[src/rtl/cbts_pkg.sv]
// shared types and constants for the can bit timing search block
`default_nettype none
package cbts_pkg;

  localparam int unsigned ClkW   = 27;
  localparam int unsigned RateW  = 20;
  localparam int unsigned DivW   = 4;
  localparam int unsigned WordW  = 15;
  localparam int unsigned ProdW  = 14;
  localparam int unsigned QdW    = 10;
  localparam int unsigned CntW   = 5;

  // divider runs one quotient bit per cycle
  localparam logic [CntW-1:0] DivLastCnt = CntW'(ClkW - 1);

  // search limits, counters hold d, q-1 and s-3
  localparam logic [3:0] DivMax     = 4'd15;
  localparam logic [4:0] PreM1Max   = 5'd31;
  localparam logic [3:0] RestMax    = 4'd14;
  localparam logic [2:0] SjwMax     = 3'd3;

  // configuration register index
  localparam logic RegClkHz = 1'b0;
  localparam logic [ClkW-1:0] ClkHzReset = 27'd48000000;

  typedef struct packed {
    logic start;
    logic div_step;
    logic srch_init;
    logic srch_step;
    logic load_out;
  } cbts_cmd_t;

  typedef struct packed {
    logic rate_zero;
    logic div_done;
    logic hit;
    logic srch_last;
  } cbts_sts_t;

endpackage
`default_nettype wire

[src/rtl/cbts_dpath.sv]
// datapath: clocks-per-bit divider, candidate search counters and result registers
`default_nettype none
module cbts_dpath import cbts_pkg::*; (
  input  wire logic             clk,
  input  wire logic [RateW-1:0] bit_rate,
  input  wire logic [ClkW-1:0]  clk_hz,
  input  wire cbts_cmd_t        cmd,
  output cbts_sts_t             sts,
  output logic                  out_found,
  output logic [DivW-1:0]       out_div,
  output logic [WordW-1:0]      out_word
);

  logic [RateW-1:0] dvs_r, dvs_nxt;
  logic [RateW-1:0] rem_r, rem_nxt;
  logic [ClkW-1:0]  quo_r, quo_nxt;
  logic [CntW-1:0]  cnt_r, cnt_nxt;
  logic [RateW:0]   trial;
  logic             trial_ge;

  logic [3:0]       d_r, d_nxt;
  logic [4:0]       qm1_r, qm1_nxt;
  logic [3:0]       rest_r, rest_nxt;
  logic [QdW-1:0]   qd_r, qd_nxt;
  logic [ProdW-1:0] prod_r, prod_nxt;
  logic [QdW-1:0]   qd_inc;
  logic [QdW-1:0]   d_two;

  logic             res_found_r, res_found_nxt;
  logic [DivW-1:0]  res_div_r, res_div_nxt;
  logic [WordW-1:0] res_word_r, res_word_nxt;
  logic [WordW-1:0] word;
  logic [2:0]       seg1;
  logic [2:0]       seg2;
  logic [1:0]       sjw;
  logic             hit;

  logic             o_found_r, o_found_nxt;
  logic [DivW-1:0]  o_div_r, o_div_nxt;
  logic [WordW-1:0] o_word_r, o_word_nxt;

  // restoring division step, one quotient bit per cycle
  always_comb begin
    trial    = {rem_r, quo_r[ClkW-1]};
    trial_ge = trial >= {1'b0, dvs_r};
    dvs_nxt  = dvs_r;
    rem_nxt  = rem_r;
    quo_nxt  = quo_r;
    cnt_nxt  = cnt_r;
    if (cmd.start) begin
      dvs_nxt = bit_rate;
      rem_nxt = '0;
      quo_nxt = clk_hz;
      cnt_nxt = '0;
    end else if (cmd.div_step) begin
      rem_nxt = trial_ge ? RateW'(trial - {1'b0, dvs_r}) : trial[RateW-1:0];
      quo_nxt = {quo_r[ClkW-2:0], trial_ge};
      cnt_nxt = cnt_r + CntW'(1);
    end
  end

  // candidate product compare
  assign hit = (quo_r == ClkW'(prod_r));

  // timing word of the current candidate
  always_comb begin
    seg1 = rest_r[3:1];
    seg2 = 3'(rest_r - {1'b0, seg1});
    sjw  = (seg1 > SjwMax) ? 2'(SjwMax) : seg1[1:0];
    word = {seg2, 1'b0, seg1, sjw, 1'b0, qm1_r};
  end

  // search counters, product kept up to date by additions
  always_comb begin
    qd_inc        = qd_r + QdW'({1'b0, d_r} + 5'd1);
    d_two         = QdW'({1'b0, d_r} + 5'd2);
    d_nxt         = d_r;
    qm1_nxt       = qm1_r;
    rest_nxt      = rest_r;
    qd_nxt        = qd_r;
    prod_nxt      = prod_r;
    res_found_nxt = res_found_r;
    res_div_nxt   = res_div_r;
    res_word_nxt  = res_word_r;
    if (cmd.start) begin
      res_found_nxt = 1'b0;
      res_div_nxt   = '0;
      res_word_nxt  = '0;
    end
    if (cmd.srch_init) begin
      d_nxt    = '0;
      qm1_nxt  = '0;
      rest_nxt = '0;
      qd_nxt   = QdW'(1);
      prod_nxt = ProdW'(3);
    end else if (cmd.srch_step) begin
      if (hit) begin
        res_found_nxt = 1'b1;
        res_div_nxt   = d_r;
        res_word_nxt  = word;
      end else if (rest_r != RestMax) begin
        rest_nxt = rest_r + 4'd1;
        prod_nxt = prod_r + ProdW'(qd_r);
      end else if (qm1_r != PreM1Max) begin
        qm1_nxt  = qm1_r + 5'd1;
        rest_nxt = '0;
        qd_nxt   = qd_inc;
        prod_nxt = ProdW'({qd_inc, 1'b0}) + ProdW'(qd_inc);
      end else begin
        d_nxt    = d_r + 4'd1;
        qm1_nxt  = '0;
        rest_nxt = '0;
        qd_nxt   = d_two;
        prod_nxt = ProdW'({d_two, 1'b0}) + ProdW'(d_two);
      end
    end
  end

  // output payload register
  always_comb begin
    o_found_nxt = o_found_r;
    o_div_nxt   = o_div_r;
    o_word_nxt  = o_word_r;
    if (cmd.load_out) begin
      o_found_nxt = res_found_r;
      o_div_nxt   = res_div_r;
      o_word_nxt  = res_word_r;
    end
  end

  always_ff @(posedge clk) begin
    dvs_r       <= dvs_nxt;
    rem_r       <= rem_nxt;
    quo_r       <= quo_nxt;
    cnt_r       <= cnt_nxt;
    d_r         <= d_nxt;
    qm1_r       <= qm1_nxt;
    rest_r      <= rest_nxt;
    qd_r        <= qd_nxt;
    prod_r      <= prod_nxt;
    res_found_r <= res_found_nxt;
    res_div_r   <= res_div_nxt;
    res_word_r  <= res_word_nxt;
    o_found_r   <= o_found_nxt;
    o_div_r     <= o_div_nxt;
    o_word_r    <= o_word_nxt;
  end

  // status to the controller
  always_comb begin
    sts.rate_zero = (dvs_r == '0);
    sts.div_done  = (cnt_r == DivLastCnt);
    sts.hit       = hit;
    sts.srch_last = (d_r == DivMax) && (qm1_r == PreM1Max) && (rest_r == RestMax);
  end

  assign out_found = o_found_r;
  assign out_div   = o_div_r;
  assign out_word  = o_word_r;

endmodule
`default_nettype wire

[src/rtl/cbts_ctrl.sv]
// controller: request sequencing through divide, search and result hand-off
`default_nettype none
module cbts_ctrl import cbts_pkg::*; (
  input  wire logic      clk,
  input  wire logic      rst_n,
  input  wire logic      in_valid,
  output logic           in_ready,
  output logic           out_valid,
  input  wire logic      out_ready,
  input  wire cbts_sts_t sts,
  output cbts_cmd_t      cmd
);

  typedef enum logic [3:0] {
    ST_IDLE   = 4'b0001,
    ST_DIV    = 4'b0010,
    ST_SEARCH = 4'b0100,
    ST_DONE   = 4'b1000
  } state_t;

  state_t state_r, state_nxt;
  logic   out_valid_r, out_valid_nxt;
  logic   slot_free;

  assign slot_free = !out_valid_r || out_ready;
  assign in_ready  = (state_r == ST_IDLE);

  // next state and commands
  always_comb begin
    state_nxt = state_r;
    cmd       = '0;
    case (state_r)
      ST_IDLE: begin
        if (in_valid) begin
          cmd.start = 1'b1;
          state_nxt = ST_DIV;
        end
      end
      ST_DIV: begin
        if (sts.rate_zero) begin
          state_nxt = ST_DONE;
        end else begin
          cmd.div_step = 1'b1;
          if (sts.div_done) begin
            cmd.srch_init = 1'b1;
            state_nxt     = ST_SEARCH;
          end
        end
      end
      ST_SEARCH: begin
        cmd.srch_step = 1'b1;
        if (sts.hit || sts.srch_last) begin
          state_nxt = ST_DONE;
        end
      end
      ST_DONE: begin
        if (slot_free) begin
          cmd.load_out = 1'b1;
          state_nxt    = ST_IDLE;
        end
      end
      default: begin
        state_nxt = ST_IDLE;
      end
    endcase
  end

  // output valid flag
  always_comb begin
    out_valid_nxt = out_valid_r;
    if (cmd.load_out) begin
      out_valid_nxt = 1'b1;
    end else if (out_ready) begin
      out_valid_nxt = 1'b0;
    end
  end

  always_ff @(posedge clk) begin
    if (!rst_n) begin
      state_r     <= ST_IDLE;
      out_valid_r <= 1'b0;
    end else begin
      state_r     <= state_nxt;
      out_valid_r <= out_valid_nxt;
    end
  end

  assign out_valid = out_valid_r;

  // a result is only loaded into a free output slot
  a_load_free: assert property (@(posedge clk) disable iff (!rst_n)
    cmd.load_out |-> (!out_valid_r || out_ready))
    else $error("result loaded over a pending one");

  // an accepted request always starts the divider
  a_accept_div: assert property (@(posedge clk) disable iff (!rst_n)
    (in_valid && in_ready) |=> (state_r == ST_DIV))
    else $error("accepted request did not start division");

  // a candidate hit ends the search
  a_hit_done: assert property (@(posedge clk) disable iff (!rst_n)
    (state_r == ST_SEARCH && sts.hit) |=> (state_r == ST_DONE))
    else $error("search went on past a hit");

endmodule
`default_nettype wire

[src/rtl/can_bit_timing_search_core.sv]
// top level: configuration registers, stream ports, controller and datapath
`default_nettype none
// CAN bit timing search. Each request carries a bit rate; the core divides the
// configured peripheral clock by it, one quotient bit per cycle, and then walks
// divider 0..15, prescaler 1..32 and segment total 3..17 one candidate per cycle
// until the first exact match of total*prescaler*(divider+1) with the clocks per
// bit. A zero rate returns a not-found result without division or search. One
// request is worked on at a time; a new one is taken while the previous result
// waits in the output register. Writing the clock register is allowed only while
// the core is idle.
module can_bit_timing_search_core import cbts_pkg::*; (
  input  wire logic        clk,
  input  wire logic        rst_n,
  // input request
  input  wire logic        in_tvalid,
  output logic             in_tready,
  input  wire logic [23:0] in_tdata,   // [19:0] bit_rate, [23:20] zero
  // result
  output logic             out_tvalid,
  input  wire logic        out_tready,
  output logic [23:0]      out_tdata,  // [3:0] clock_divider, [18:4] bit_timing_word, zero
  output logic             out_tuser,  // [0] found
  // configuration
  input  wire logic        cfg_psel,
  input  wire logic        cfg_penable,
  input  wire logic        cfg_pwrite,
  input  wire logic [2:0]  cfg_paddr,
  input  wire logic [31:0] cfg_pwdata,
  output logic [31:0]      cfg_prdata,
  output logic             cfg_pready
);

  logic [ClkW-1:0] clk_hz_r, clk_hz_nxt;
  logic            cfg_wr;
  cbts_cmd_t       cmd;
  cbts_sts_t       sts;
  logic            res_found;
  logic [DivW-1:0] res_div;
  logic [WordW-1:0] res_word;

  // register write and read-back
  assign cfg_pready = 1'b1;
  assign cfg_wr     = cfg_psel && cfg_penable && cfg_pwrite && cfg_pready;

  always_comb begin
    clk_hz_nxt = clk_hz_r;
    if (cfg_wr && (cfg_paddr[2] == RegClkHz)) begin
      clk_hz_nxt = cfg_pwdata[ClkW-1:0];
    end
  end

  always_ff @(posedge clk) begin
    if (!rst_n) begin
      clk_hz_r <= ClkHzReset;
    end else begin
      clk_hz_r <= clk_hz_nxt;
    end
  end

  assign cfg_prdata = (cfg_paddr[2] == RegClkHz) ? 32'(clk_hz_r) : 32'd0;

  // sequencing
  cbts_ctrl u_ctrl (
    .clk       (clk),
    .rst_n     (rst_n),
    .in_valid  (in_tvalid),
    .in_ready  (in_tready),
    .out_valid (out_tvalid),
    .out_ready (out_tready),
    .sts       (sts),
    .cmd       (cmd)
  );

  // arithmetic and result registers
  cbts_dpath u_dpath (
    .clk       (clk),
    .bit_rate  (in_tdata[RateW-1:0]),
    .clk_hz    (clk_hz_r),
    .cmd       (cmd),
    .sts       (sts),
    .out_found (res_found),
    .out_div   (res_div),
    .out_word  (res_word)
  );

  assign out_tdata = {5'd0, res_word, res_div};
  assign out_tuser = res_found;

endmodule
`default_nettype wire

[config.mk]
export PLATFORM = sky130hd
export DESIGN_NAME = can_bit_timing_search_core
export DESIGN_NICKNAME = d
export VERILOG_FILES = /design/src/rtl/cbts_pkg.sv /design/src/rtl/cbts_dpath.sv /design/src/rtl/cbts_ctrl.sv /design/src/rtl/can_bit_timing_search_core.sv
export SDC_FILE = /design/constraint.sdc
export NUM_CORES = 1
export LEC_CHECK = 0
export BUFFER_PORTS_ARGS = -buffer_cell sky130_fd_sc_hd__clkbuf_2
export CAP_MARGIN = 10
export CORE_ASPECT_RATIO = 0.6
export CORE_MARGIN = 2
export CORE_UTILIZATION = 53
export CTS_CLUSTER_DIAMETER = 50
export DETAILED_ROUTE_END_ITERATION = 12
export PLACE_DENSITY = 0.84
export SYNTH_ARGS = -nofsm -noshare
export SYNTH_HDL_FRONTEND = slang
export SYNTH_SLANG_ARGS = --single-unit
[constraint.sdc]
create_clock -name clk -period 3.5 [get_ports clk]
set_input_delay 0.525 -clock clk [delete_from_list [all_inputs] [get_ports clk]]
set_output_delay 0.525 -clock clk [all_outputs]
set_load 0.01 [all_outputs]
==> summary.md <==
| Metric | Value |
|---|---|
| Status | `completed` |
| Critical Path Sink Type | `flip-flop` |
| Pin count of the biggest net entering global routing | `58` |
| Most frequent cells in the layout | `nand2_1, dfxtp_1, clkbuf_2` |
| Clock root buffer master | `clkbuf_16` |
| Crit path required time | `about 3800 ps` |
| Routed length per instance | `17.0 um` |
| Worst-Skew Late Latency | `between 400 and 500 ps` |
| Setup CP Type | `flip-flop to flip-flop` |
| Pwr Density | `between 400 and 500 mW/mm^2` |
| TNS Setup | `0 ps` |
| Remaining DRCs | `0` |
| Post-Layout Cell Count | `about 1.5k` |
| Gpl congestion | `between 0.8 and 0.9` |
| Layout overhead on the synthesized area | `18.2%` |
| GRT Util Overall | `0.253` |
| RSZ-0062 raised after global routing | `true` |
| Grt total ovfl | `0` |
| Synth Instances | `1090` |
| Reg clk slew, reported paths | `70 ps` |
| Async SR Flop Fraction | `0` |
| Hold buffers post-CTS | `0` |
| Hold slack | `257 ps` |
| Critical path peak fanout | `4` |
| Synthesized area | `~0.0099 mm^2` |
| Clock Tree Buf Depth | `2` |
| Rel. slew slack | `0.288` |
| # setup viols final | `0` |
| Final hold vios | `0` |
| Cell count after placement | `~1.4k` |
| Post-synth EDFFs | `67` |
| Setup ws final | `~45 ps` |
| FF+latch area | `0.00430 mm^2` |
| Die area | `roughly 0.020 mm^2` |
| YS warnings | `0` |
| Global-route wire length before repair | `between 30 and 40 mm` |
| Vias per cell | `~5.7` |
| I/O Buffers | `just over 100` |
| DRT Pass-1 Iters | `5` |
| Ratio of cells with drive above 1 in the final layout | `0.189` |
| Core box area | `0.0182 mm^2` |
| Util after Layout | `0.642` |
| Ports | `~130` |
| Seq/Total Area, Yosys | `0.435` |
| Total Wirelength | `between 20 and 25 mm` |
| # fillers | `approximately 1.4k` |
| Num rows | `38` |
| Worst-Margin Slew | `between 1000 and 1500 ps` |
| Peak Freq | `roughly 0.29 GHz` |
| Max_cap viols | `0` |
| CTS tree | `built` |
| Predominant post-synthesis flop cell | `dfxtp_1` |
| Initial Util | `0.543` |
| Initial antenna violation count | `0` |
| Max IR drop VDD | `0.350 mV` |
| Die Wd | `180 um` |
| H-tree levels | `4` |
| Max Slew Vio Count | `0` |
| Nets@finish | `around 1.4k` |
| Iter 0 DRT Violations | `~880` |
| CP arrival | `3780 ps` |
| Avg Cell Area, Syn | `just over 9 um^2` |
| #FFs+latches synth | `roughly 180` |
| Max Clock Skew | `9.17 ps` |
| Type of origin of the critical path | `flip-flop` |
| Setup WS pre-CTS | `-56.8 ps` |
| Antenna Violating Nets Remaining | `0` |
| CTS Sinks | `181` |
| CTS Buf Count | `17` |
| Final Cycle Share | `0.987` |
| Hold Path Class | `input pin to flip-flop` |
| Count of cell types in the netlist | `69` |
| Commonest non-fill, non-tap cell in the layout | `nand2_1` |
| Die Height | `approximately 110 um` |
| # diodes | `0` |
| Overall via count from detail_route | `roughly 8.3k` |
| Multi-input logic area | `~0.0053 mm^2` |
| Hpwl dp | `roughly 17 mm` |
| Vias in the first global route | `7727` |
| Period minus WS final | `around 3500 ps` |
| Static Leak | `approximately 5.1 nW` |
## metrics by stage
stage	area [um^2]	power [mW]
floorplan	9900	2.75
global placement	10800	2.90
detailed placement	10800	2.92
CTS	11500	4.86
global route	11700	5.03
finish	11700	4.85
## what timing repair did
action,in CTS,in global routing
setup endpoints to repair,3,5
buffers inserted,10,1
gates resized for setup,21,17
pin swaps,15,13
## area by class of cell
type                       instances  share of cell area
multi-input combinational        806               0.458
sequential                       181               0.369
timing repair buffer             156              0.0783
clock buffer                      19              0.0388
tap                              240              0.0257
inverter                          55              0.0179
clock inverter                    13              0.0122
## cell families after synthesis
kind of cell,count (synthesis),synth area share
other cells,2,0.000761
flops,181,0.435
xor+xnor,68,0.0603
mux,16,0.0164
simple gates,416,0.197
fa+ha+maj,69,0.0913
buf+inv,112,0.0497
compound gates,226,0.150
## flip-flops by register name, indices dropped and copies added, names as in the netlist, 5 cells and up
name / count
u_dpath.out_word: 15
u_dpath.prod_r: 14
u_dpath.qd_r: 10
u_dpath.cnt_r: 5
u_dpath.qm1_r: 5
u_dpath.quo_r: 27
clk_hz_r: 27
u_dpath.rem_r: 20
u_dpath.res_word_r: 15
u_dpath.dvs_r: 20
## routing by layer
| layer | wire length, um | up-vias | share of wire | GRT usage |
|---|---|---|---|---|
| met1 | 11900 | 3911 | 0.48 | 0.372 |
| met5 | 0 | - | 0 | 0 |
| met2 | 10700 | 355 | 0.43 | 0.376 |
| met4 | 287 | 0 | 0.012 | 0.0651 |
| met3 | 2070 | 30 | 0.083 | 0.0606 |
| li1 | - | 4043 | - | - |
## report_power, final
group	switching, mW	total [mW]	internal [mW]	leakage [nW]
Combinational	0.325	0.496	0.171	3.22
Sequential	0.0752	2.39	2.32	1.56
Clock	0.860	1.96	1.10	0.291
Total	1.26	4.85	3.59	5.07
## worst max-delay path: stages, from the launching register on
cell and delay (ps):
dfxtp_4 390, inv_4 50, ha_4 240, buf_4 130, fa_2 340, buf_4 150, xor2_2 150, inv_1 90
ha_1 290, nor2b_1 160, o21a_1 190, o31a_1 270, o41a_1 360, xor2_1 180, a221oi_1 290, nor2_1 70
## cell usage after synthesis, types with 8 or more instances
cell,instances,area (um^2)
o211ai_1,13,97.6
ha_1,64,801
nor2_1,61,229
xnor2_1,27,236
nor2b_1,41,257
dfxtp_1,114,2280
a21o_1,16,120
edfxtp_1,67,2010
mux2i_1,15,150
inv_1,54,203
nand2_1,181,679
nand4_1,9,56.3
o21ai_0,46,230
nand3_1,60,300
nand2b_1,8,50.1
o21a_1,14,105
nor3_1,17,85.1
clkbuf_1,37,139
o21ai_1,14,70.1
a21boi_0,19,143
a21oi_1,43,215
buf_4,14,105
nor4_1,10,62.6
xor2_1,41,359
a211oi_1,13,97.6
## final timing paths
path / startpoint / depth (start not counted) / end / slack [ps]
min reg2reg: u_dpath.res_div_r[1]$_DFF_P_ / 0 / u_dpath.out_div[1]$_DFFE_PP_ / 430
max reg2reg: u_dpath.d_r[1]$_SDFFE_PP0P_ / 15 / u_dpath.prod_r[9]$_SDFFE_PP0P_ / 40
min: in_tdata[12] / 1 / u_dpath.dvs_r[12]$_DFFE_PP_ / 260
max: u_dpath.d_r[1]$_SDFFE_PP0P_ / 15 / u_dpath.prod_r[9]$_SDFFE_PP0P_ / 40
Power figures use the tool's default switching activity.
